$ cat src/rtl/core/directional_nearest_rect_select_defines.svh
// Assertion macros for the directional nearest rectangle selector.
// Included by files that carry concurrent checks; no other dependencies.
`ifndef DIRECTIONAL_NEAREST_RECT_SELECT_DEFINES_SVH
`define DIRECTIONAL_NEAREST_RECT_SELECT_DEFINES_SVH

`ifndef SYNTHESIS
// Check sampled on the clock, suspended while reset is asserted
`define DNRS_ASSERT(lbl, clk, rstn, prop, msg) \
  lbl: assert property (@(posedge clk) disable iff (!rstn) prop) else $error(msg);
// Check sampled on the clock, active during reset as well
`define DNRS_ASSERT_ALWAYS(lbl, clk, prop, msg) \
  lbl: assert property (@(posedge clk) prop) else $error(msg);
`else
`define DNRS_ASSERT(lbl, clk, rstn, prop, msg)
`define DNRS_ASSERT_ALWAYS(lbl, clk, prop, msg)
`endif

`endif

$ cat src/rtl/core/dnrs_pkg.sv
// Shared types, codes and helpers for the directional nearest rectangle selector.
// No dependencies; imported by every module of the block.
`default_nettype none

package dnrs_pkg;

  // Field widths
  localparam int CoordBits   = 16;
  localparam int IdBits      = 16;
  localparam int WeightBits  = 2 * CoordBits + 4;
  localparam int ApbAddrBits = 5;
  localparam int ApbDataBits = 32;
  localparam int RegIdxBits  = 3;

  typedef logic signed [CoordBits-1:0] coord_t;
  typedef logic        [CoordBits-1:0] ucoord_t;
  typedef logic        [IdBits-1:0]    ident_t;
  typedef logic        [WeightBits-1:0] weight_t;
  typedef logic signed [CoordBits:0]   coord_ext_t;

  // Search direction codes
  localparam logic [1:0] DirLeft  = 2'd0;
  localparam logic [1:0] DirRight = 2'd1;
  localparam logic [1:0] DirUp    = 2'd2;
  localparam logic [1:0] DirDown  = 2'd3;

  // Register indexes (byte address / 4)
  localparam logic [RegIdxBits-1:0] RegDirection = 3'd0;
  localparam logic [RegIdxBits-1:0] RegSrcLeft   = 3'd1;
  localparam logic [RegIdxBits-1:0] RegSrcTop    = 3'd2;
  localparam logic [RegIdxBits-1:0] RegSrcRight  = 3'd3;
  localparam logic [RegIdxBits-1:0] RegSrcBottom = 3'd4;

  // Input transfer
  typedef struct packed {
    coord_t cand_left;
    coord_t cand_top;
    coord_t cand_right;
    coord_t cand_bottom;
    ident_t cand_id;
    logic   last_cand;
  } cand_in_t;

  // Output transfer
  typedef struct packed {
    logic   found;
    ident_t best_id;
  } rslt_t;

  typedef struct packed {
    coord_t left;
    coord_t top;
    coord_t right;
    coord_t bottom;
  } rect_t;

  // Per-rectangle geometry flags relative to the source
  typedef struct packed {
    logic is_cand;
    logic toward;
    logic in_beam;
  } geo_flags_t;

  // a - b without overflow
  function automatic coord_ext_t sub_ext(coord_t a, coord_t b);
    return {a[CoordBits-1], a} - {b[CoordBits-1], b};
  endfunction

  // a + b without overflow
  function automatic coord_ext_t sum_ext(coord_t a, coord_t b);
    return {a[CoordBits-1], a} + {b[CoordBits-1], b};
  endfunction

  function automatic logic is_horiz(logic [1:0] dir);
    return (dir == DirLeft) || (dir == DirRight);
  endfunction

endpackage

`default_nettype wire

$ cat src/rtl/core/dnrs_metric.sv
// Geometry of one rectangle against the source: candidate test, beam, gaps, weight.
// Depends on dnrs_pkg.
`default_nettype none

module dnrs_metric
  import dnrs_pkg::*;
(
  input  logic [1:0] dir_i,
  input  rect_t      src_i,
  input  rect_t      rect_i,
  output geo_flags_t flags_o,
  output ucoord_t    near_o,
  output ucoord_t    far_o,
  output weight_t    weight_o
);

  coord_ext_t                   near_g;
  coord_ext_t                   far_g;
  coord_ext_t                   src_sum;
  coord_ext_t                   rect_sum;
  logic signed [CoordBits+1:0]  cross_diff;
  logic        [CoordBits:0]    cross_abs;
  ucoord_t                      minor;
  logic        [2*CoordBits-1:0] major_sq;
  logic        [2*CoordBits-1:0] minor_sq;
  logic                         horiz;

  assign horiz = is_horiz(dir_i);

  // Direction-specific tests and raw gaps
  always_comb begin
    case (dir_i)
      DirLeft: begin
        flags_o.is_cand = ((src_i.right > rect_i.right) || (src_i.left >= rect_i.right)) &&
                          (src_i.left > rect_i.left);
        flags_o.toward  = src_i.left >= rect_i.right;
        near_g          = sub_ext(src_i.left, rect_i.right);
        far_g           = sub_ext(src_i.left, rect_i.left);
      end
      DirRight: begin
        flags_o.is_cand = ((src_i.left < rect_i.left) || (src_i.right <= rect_i.left)) &&
                          (src_i.right < rect_i.right);
        flags_o.toward  = src_i.right <= rect_i.left;
        near_g          = sub_ext(rect_i.left, src_i.right);
        far_g           = sub_ext(rect_i.right, src_i.right);
      end
      DirUp: begin
        flags_o.is_cand = ((src_i.bottom > rect_i.bottom) || (src_i.top >= rect_i.bottom)) &&
                          (src_i.top > rect_i.top);
        flags_o.toward  = src_i.top >= rect_i.bottom;
        near_g          = sub_ext(src_i.top, rect_i.bottom);
        far_g           = sub_ext(src_i.top, rect_i.top);
      end
      default: begin
        flags_o.is_cand = ((src_i.top < rect_i.top) || (src_i.bottom <= rect_i.top)) &&
                          (src_i.bottom < rect_i.bottom);
        flags_o.toward  = src_i.bottom <= rect_i.top;
        near_g          = sub_ext(rect_i.top, src_i.bottom);
        far_g           = sub_ext(rect_i.bottom, src_i.bottom);
      end
    endcase
    flags_o.in_beam = horiz ?
        ((rect_i.bottom >= src_i.top) && (rect_i.top <= src_i.bottom)) :
        ((rect_i.right >= src_i.left) && (rect_i.left <= src_i.right));
  end

  // Near gap clamps at 0, far gap at 1
  assign near_o = (!near_g[CoordBits] && (near_g != '0)) ? near_g[CoordBits-1:0] : '0;
  assign far_o  = (!far_g[CoordBits] && (far_g[CoordBits:1] != '0)) ?
                  far_g[CoordBits-1:0] : CoordBits'(1);

  // Cross-axis distance between center sums, halved
  assign src_sum    = horiz ? sum_ext(src_i.top, src_i.bottom) : sum_ext(src_i.left, src_i.right);
  assign rect_sum   = horiz ? sum_ext(rect_i.top, rect_i.bottom) :
                              sum_ext(rect_i.left, rect_i.right);
  assign cross_diff = {src_sum[CoordBits], src_sum} - {rect_sum[CoordBits], rect_sum};
  assign cross_abs  = cross_diff[CoordBits+1] ? (CoordBits+1)'(0) - cross_diff[CoordBits:0] :
                                                cross_diff[CoordBits:0];
  assign minor      = cross_abs[CoordBits:1];

  // 13*major^2 + minor^2
  assign major_sq = (2*CoordBits)'(near_o) * (2*CoordBits)'(near_o);
  assign minor_sq = (2*CoordBits)'(minor) * (2*CoordBits)'(minor);
  assign weight_o = (WeightBits'(major_sq) << 3) + (WeightBits'(major_sq) << 2) +
                    WeightBits'(major_sq) + WeightBits'(minor_sq);

endmodule

`default_nettype wire

$ cat src/rtl/core/dnrs_core.sv
// Kept-best state and the candidate-versus-best decision for one transfer a cycle, taken when fire_i is high.
// Depends on dnrs_pkg and dnrs_metric.
`default_nettype none

module dnrs_core
  import dnrs_pkg::*;
(
  input  logic       clk_i,
  input  logic       rst_ni,
  input  logic       fire_i,
  input  logic [1:0] dir_i,
  input  rect_t      src_i,
  input  cand_in_t   cand_i,
  output rslt_t      rslt_o,
  output logic       best_valid_o
);

  rect_t      best_rect_q, best_rect_d;
  ident_t     best_ident_q, best_ident_d;
  logic       best_valid_q, best_valid_d;

  rect_t      cand_rect;
  geo_flags_t c_flags, k_flags;
  ucoord_t    c_near, c_far, k_near, k_far;
  weight_t    c_weight, k_weight;
  logic       c_beam_wins, k_beam_wins, take;
  logic       horiz;

  assign cand_rect = '{left:   cand_i.cand_left,
                       top:    cand_i.cand_top,
                       right:  cand_i.cand_right,
                       bottom: cand_i.cand_bottom};
  assign horiz = is_horiz(dir_i);

  dnrs_metric u_cand_metric (
    .dir_i   (dir_i),
    .src_i   (src_i),
    .rect_i  (cand_rect),
    .flags_o (c_flags),
    .near_o  (c_near),
    .far_o   (c_far),
    .weight_o(c_weight)
  );

  dnrs_metric u_best_metric (
    .dir_i   (dir_i),
    .src_i   (src_i),
    .rect_i  (best_rect_q),
    .flags_o (k_flags),
    .near_o  (k_near),
    .far_o   (k_far),
    .weight_o(k_weight)
  );

  // Beam preference each way; vertical only while near gap stays below the far edge
  assign c_beam_wins = c_flags.in_beam && !k_flags.in_beam &&
                       (!k_flags.toward || horiz || (c_near < k_far));
  assign k_beam_wins = k_flags.in_beam && !c_flags.in_beam &&
                       (!c_flags.toward || horiz || (k_near < c_far));

  // Strict less-than keeps the earlier candidate on ties
  always_comb begin
    if (!c_flags.is_cand) begin
      take = 1'b0;
    end else if (!best_valid_q || !k_flags.is_cand) begin
      take = 1'b1;
    end else if (c_beam_wins) begin
      take = 1'b1;
    end else if (k_beam_wins) begin
      take = 1'b0;
    end else begin
      take = c_weight < k_weight;
    end
  end

  // Next kept best; the last transfer reports and then clears
  always_comb begin
    best_rect_d  = best_rect_q;
    best_ident_d = best_ident_q;
    best_valid_d = best_valid_q;
    if (take) begin
      best_rect_d  = cand_rect;
      best_ident_d = cand_i.cand_id;
      best_valid_d = 1'b1;
    end
    rslt_o.found   = best_valid_d;
    rslt_o.best_id = best_valid_d ? best_ident_d : '0;
    if (cand_i.last_cand) begin
      best_rect_d  = '0;
      best_ident_d = '0;
      best_valid_d = 1'b0;
    end
  end

  always_ff @(posedge clk_i or negedge rst_ni) begin
    if (!rst_ni) begin
      best_rect_q  <= '0;
      best_ident_q <= '0;
      best_valid_q <= 1'b0;
    end else if (fire_i) begin
      best_rect_q  <= best_rect_d;
      best_ident_q <= best_ident_d;
      best_valid_q <= best_valid_d;
    end
  end

  assign best_valid_o = best_valid_q;

endmodule

`default_nettype wire

$ cat src/rtl/core/directional_nearest_rect_select.sv
// Directional nearest rectangle selector, top level.
// Transfers land in the input register; a last candidate then loads the result register.
// One candidate per cycle; a last candidate waits while a held result is stalled.
// The compare of the registered candidate against the kept best (two 16x16 squarers
// per side) sets the clock period.
// Reset clears the configuration registers, the kept best and both valid flags.
`default_nettype none
`include "directional_nearest_rect_select_defines.svh"

module directional_nearest_rect_select
  import dnrs_pkg::*;
(
  input  logic                   clk_i,
  input  logic                   rst_ni,
  // Candidate stream
  input  logic                   in_valid_i,
  output logic                   in_stall_o,
  input  cand_in_t               in_data_i,
  // Result stream
  output logic                   out_valid_o,
  input  logic                   out_stall_i,
  output rslt_t                  out_data_o,
  // Configuration port
  input  logic                   psel,
  input  logic                   penable,
  input  logic                   pwrite,
  input  logic [ApbAddrBits-1:0] paddr,
  input  logic [ApbDataBits-1:0] pwdata,
  output logic [ApbDataBits-1:0] prdata,
  output logic                   pready
);

  logic [1:0]            dir_q;
  rect_t                 src_q;
  logic [RegIdxBits-1:0] reg_idx;
  logic                  cfg_wr;

  logic     in_valid_q, in_valid_d;
  cand_in_t in_q;
  logic     out_valid_q, out_valid_d;
  rslt_t    out_q;
  logic     proc_ok, fire, in_take;
  rslt_t    core_rslt;
  logic     best_valid;

  // Configuration registers
  assign reg_idx = paddr[ApbAddrBits-1:2];
  assign cfg_wr  = psel && penable && pwrite;
  assign pready  = 1'b1;

  always_ff @(posedge clk_i or negedge rst_ni) begin
    if (!rst_ni) begin
      dir_q <= DirLeft;
      src_q <= '0;
    end else if (cfg_wr) begin
      case (reg_idx)
        RegDirection: dir_q        <= pwdata[1:0];
        RegSrcLeft:   src_q.left   <= pwdata[CoordBits-1:0];
        RegSrcTop:    src_q.top    <= pwdata[CoordBits-1:0];
        RegSrcRight:  src_q.right  <= pwdata[CoordBits-1:0];
        RegSrcBottom: src_q.bottom <= pwdata[CoordBits-1:0];
        default: ;
      endcase
    end
  end

  // Read back, edges sign-extended
  always_comb begin
    case (reg_idx)
      RegDirection: prdata = ApbDataBits'(dir_q);
      RegSrcLeft:   prdata = ApbDataBits'(src_q.left);
      RegSrcTop:    prdata = ApbDataBits'(src_q.top);
      RegSrcRight:  prdata = ApbDataBits'(src_q.right);
      RegSrcBottom: prdata = ApbDataBits'(src_q.bottom);
      default:      prdata = '0;
    endcase
  end

  // Only a last candidate needs room in the output register
  assign proc_ok    = !in_q.last_cand || !out_valid_q || !out_stall_i;
  assign fire       = in_valid_q && proc_ok;
  assign in_stall_o = in_valid_q && !proc_ok;
  assign in_take    = in_valid_i && !in_stall_o;

  always_comb begin
    in_valid_d = in_valid_q;
    if (in_take) begin
      in_valid_d = 1'b1;
    end else if (fire) begin
      in_valid_d = 1'b0;
    end
    out_valid_d = out_valid_q;
    if (fire && in_q.last_cand) begin
      out_valid_d = 1'b1;
    end else if (out_valid_q && !out_stall_i) begin
      out_valid_d = 1'b0;
    end
  end

  always_ff @(posedge clk_i or negedge rst_ni) begin
    if (!rst_ni) begin
      in_valid_q  <= 1'b0;
      out_valid_q <= 1'b0;
    end else begin
      in_valid_q  <= in_valid_d;
      out_valid_q <= out_valid_d;
    end
  end

  // Payload registers
  always_ff @(posedge clk_i) begin
    if (in_take) begin
      in_q <= in_data_i;
    end
    if (fire && in_q.last_cand) begin
      out_q <= core_rslt;
    end
  end

  dnrs_core u_core (
    .clk_i       (clk_i),
    .rst_ni      (rst_ni),
    .fire_i      (fire),
    .dir_i       (dir_q),
    .src_i       (src_q),
    .cand_i      (in_q),
    .rslt_o      (core_rslt),
    .best_valid_o(best_valid)
  );

  assign out_valid_o = out_valid_q;
  assign out_data_o  = out_q;

  // Checks
  `DNRS_ASSERT(a_clear_after_last, clk_i, rst_ni, (fire && in_q.last_cand) |=> !best_valid, "kept best not cleared after last candidate")
  `DNRS_ASSERT(a_none_has_zero_id, clk_i, rst_ni, (out_valid_q && !out_q.found) |-> (out_q.best_id == '0), "result without a find carries a nonzero id")
  `DNRS_ASSERT(a_held_item_kept, clk_i, rst_ni, (in_valid_q && in_stall_o) |=> in_valid_q, "stalled input stage dropped its candidate")
  `DNRS_ASSERT_ALWAYS(a_reset_idle, clk_i, !rst_ni |-> (!out_valid_q && !in_valid_q), "valid flags set during reset")

endmodule

`default_nettype wire
$ cat config.mk
export PLATFORM = sky130hd
export DESIGN_NAME = directional_nearest_rect_select
export DESIGN_NICKNAME = d
export VERILOG_FILES = /design/src/rtl/core/dnrs_pkg.sv /design/src/rtl/core/dnrs_metric.sv /design/src/rtl/core/dnrs_core.sv /design/src/rtl/core/directional_nearest_rect_select.sv
export VERILOG_INCLUDE_DIRS = /design/src /design/src/rtl/core
export SDC_FILE = /design/constraint.sdc
export NUM_CORES = 2
export LEC_CHECK = 0
export ABC_AREA = 1
export BUFFER_PORTS_ARGS = -buffer_cell sky130_fd_sc_hd__buf_2
export CORE_AREA = 2 2 377 379
export CTS_CLUSTER_DIAMETER = 150
export DETAILED_ROUTE_END_ITERATION = 10
export DIE_AREA = 0 0 379 381
export GPL_ROUTABILITY_DRIVEN = 1
export PLACE_DENSITY_LB_ADDON = 0.3
export SETUP_SLACK_MARGIN = 0.5
export SLEW_MARGIN = 20
export SYNTH_ARGS = -nofsm -noshare
export SYNTH_HDL_FRONTEND = slang
export SYNTH_HIERARCHICAL = 1
export SYNTH_SLANG_ARGS = --single-unit
$ cat constraint.sdc
create_clock -name clk_i -period 23.7 [get_ports clk_i]
set_input_delay 3.555 -clock clk_i [delete_from_list [all_inputs] [get_ports clk_i]]
set_output_delay 3.555 -clock clk_i [all_outputs]
set_load 0.05 [all_outputs]
==> reports/summary.md <==
The worst setup path is captured at a flip-flop. Post-synthesis share of cell area spent on full adders, half adders and majority gates: 0.402. The run gives 72 as the largest net degree at the start of global routing. Initial antenna violation count: 38. After clock tree synthesis, the clock-pin slew on the worst setup and hold paths is 0.07 ns. The count of pins on the block boundary came out at 177. For the number of buffers inserted to repair setup after CTS, the log shows 0. The maximum fanout along the worst path was 64. The run gives 1.05 as the last weighted congestion value of the routability-driven placer.

The tools report the final number of max-transition violations as 0. After detailed routing, the average wire length per cell comes to 22.8 um. The first global-routing pass estimated 416 mm of wire.

The number of enable flip-flop cells after synthesis came out at 98. The run finished with clean final reports. The global-route total usage across every layer is 0.387, and the via count of the first global-routing pass is 68,700.

The sort of element at the start of the critical path was a flip-flop. No sink is reached through more buffers than the 3 on the longest clock path. The floorplan die height came out at 381 um. The area fraction in compound gates after synthesis works out to 0.101. The effective utilization at floorplan was 0.517; the ratio of final minimum period to clock period was 0.749. Clock root buffer: clkbuf_16. In the synthesized netlist the dominant register cell turns out to be dfrtp_1.

The maximum single-stage delay on the critical path was 0.72 ns; the total global routing overflow was 0. The later pin in the worst-skew pair is clocked with a latency of 0.67 ns. The initial detailed-routing violation count came out at 6,978. The routed via count divided by cell count came out at 5.68. The run gives 0.0919 as the portion of the post-synthesis area used by sequential elements. The mux share of post-synthesis cell area was 0.000827. The clock arrives with 0.0785 ns of skew.

Path class of the lowest-slack min-delay path: flip-flop to flip-flop. Measured along the x axis, the die boundary spans 379 um. The clock period minus final worst setup slack was 17.75 ns. The average cell area after synthesis was 7.11 sq um; the share of synthesized cell area in and, or, nand and nor gates was 0.248.

After synthesis, the netlist uses 79 different library cells. Across all layers, the routed design uses 69,500 vias. The count of buffers inserted at the top-level ports is 157, and the half-perimeter wire length after detailed placement is 235 mm. In the final design database the tool counted 12,300 nets.

Synthesis handed over a netlist of 10,200 instances. STA puts the critical path data arrival time at 18.34 ns. The clock buffer count from CTS came out at 28. After floorplanning, the core was sized to cover 141,000 sq um.

The combinational family with the most area after synthesis was adder cells. In the routed design, unresolved DRC markers number 0. At the pin with the least slew margin, the transition time is 1.32 ns. The setup TNS after final layout was 0 ns; the number of instances resized during post-cts repair was 0.

The flop and latch count out of synthesis is 247. The die covers 144,000 sq um. Synthesis produced a netlist with a net count of 12,200. The run gives 1 as the number of H-tree levels. The tree built by TritonCTS fans out to 247 sinks. The Yosys step of the flow raised 6 warnings.

The slowest stage of the critical path is the nor2_4 cell. The first TritonRoute pass finished after 9 iterations. The tools report the row count as 138. The xor/xnor cell area share of the yosys netlist was 0.0258; the peak clock frequency supported by timing was 0.0563 GHz. Area growth from synthesis to layout: 5.21%. Dominant cell type by count on the critical path: inv_1. The worst slew margin relative to its limit came out at 0.108. Summed over all layers, the routed wires come to 279 mm. The fraction of synthesis flops using an asynchronous set or reset pin was 0.603.

The logs give 72,600 sq um for the cell area after technology mapping and 0 for the final-report setup violation count. The type of the setup path with the least slack was flip-flop to flip-flop. Number of max-cap violations: 0. The commonest non-fill, non-tap cell in the layout was nand2_1. The library cells used most frequently in the layout, excluding fill and tap cells, are 2,271 x nand2_1, 2,230 x inv_1, 975 x ha_1. Buffers inserted to repair hold after CTS numbered 0. The layout cell share with drive strength beyond 1 is 0.0521. The run gives 24.29 ns as the endpoint required time on the critical path.

TritonCTS built the clock tree. The number of hold violations in the final report was 0; the number of inserted filler cells in the final layout was 14,000. Setup repair after global routing left no endpoint under its margin. Number of nets still failing antenna checks after routing: 0.
-- worst paths after layout --
check | from | endpoint | slack [ns] | cells after the start
worst max-delay path | dir_q[1] | u_core/best_rect_q[26] | 5.95 | 66
worst min-delay path | u_core/best_ident_q[6] | u_core/best_ident_q[6] | 0.48 | 2
worst max register to register | dir_q[1] | u_core/best_rect_q[26] | 5.95 | 66
worst min register to register | u_core/best_ident_q[6] | u_core/best_ident_q[6] | 0.48 | 2
max in group asynchronous | rst_ni | u_core/best_rect_q[63] | 19.03 | 3
min in group asynchronous | rst_ni | u_core/best_ident_q[14] | 2.91 | 1
-- critical path: cells and delay by family, from the launching register on --
family	cells	cell delay (ns)
DFF	1	0.60
and+or+nand+nor	23	4.13
adders and majority gates	15	6.73
buffers and inverters	16	2.48
xor gates and xnor gates	2	0.78
AOI/OAI and AO/OA	10	2.70
-- routing by layer --
layer | GRT usage | vias up | share of wire | routed length (um)
li1 | - | 32300 | - | -
met1 | 0.505 | 33100 | 0.40 | 111000
met2 | 0.586 | 3365 | 0.43 | 119000
met3 | 0.0828 | 727 | 0.10 | 28000
met4 | 0.232 | 38 | 0.074 | 20700
met5 | 0 | - | 0.00087 | 243
-- synth_stat cells, types with 43 or more instances --
library cell	number	area, sq um
inv_2	55	206
or2_2	55	344
nor2_1	848	3180
nand4_1	142	888
a21oi_1	623	3120
xor2_1	130	1140
nand3_1	556	2780
o21ai_1	44	220
nor3_1	82	410
nand3b_1	57	428
a31oi_1	43	269
xnor2_1	69	604
buf_2	58	290
fa_1	850	17000
a21o_1	47	353
edfxtp_1	98	2940
dfrtp_1	149	3730
o21ai_0	363	1820
inv_1	2230	8370
ha_1	975	12200
nand2_1	2271	8520
-- stage by stage --
stage / setup WS, ns / hold WS [ns] / cell area (sq um) / utilization / cells
final: 5.95 / 0.478 / 76400 / 0.544 / 12300
after global routing: 5.19 / 0.502 / 76400 / 0.543 / 12200
after CTS: 6.17 / 0.483 / 76400 / 0.543 / 12200
after detailed placement: 6.27 / 0.466 / 75500 / 0.537 / 12200
after global placement: 6.36 / 0.461 / 75500 / 0.537 / 12200
after floorplan: 10.35 / 0.449 / 72600 / - / 10200
-- area by class of cell --
type / instances / area [sq um] / area share
Multi-Input combinational cell: 7519 / 56400 / 0.739
Clock buffer: 33 / 741 / 0.00970
Tap cell: 1890 / 2360 / 0.0310
Inverter: 2293 / 8620 / 0.113
Timing Repair Buffer: 235 / 1380 / 0.0180
Sequential cell: 247 / 6680 / 0.0874
Clock inverter: 19 / 130 / 0.00170
Antenna cell: 14 / 35.0 / 0.000459
-- state kept, by name (all words and copies together), names as in the netlist --
register,count
out_valid_o,1
out_data_o,17
dir_q,2
u_core/best_rect_q,64
in_valid_q,1
src_q,64
u_core/best_valid_o,1
in_q,81
u_core/best_ident_q,16
-- cell families after synthesis --
kind of cell / Yosys count
buffers and inverters: 2446
xor gates and xnor gates: 206
adders and majority gates: 1825
muxes: 6
AOI/OAI and AO/OA: 1313
and+or+nand+nor: 4168
DFF: 247
other: 1
Power is left out: the tool's default activity adds up to more than one toggle a clock period on the data nets, which glitch-free logic cannot reach.
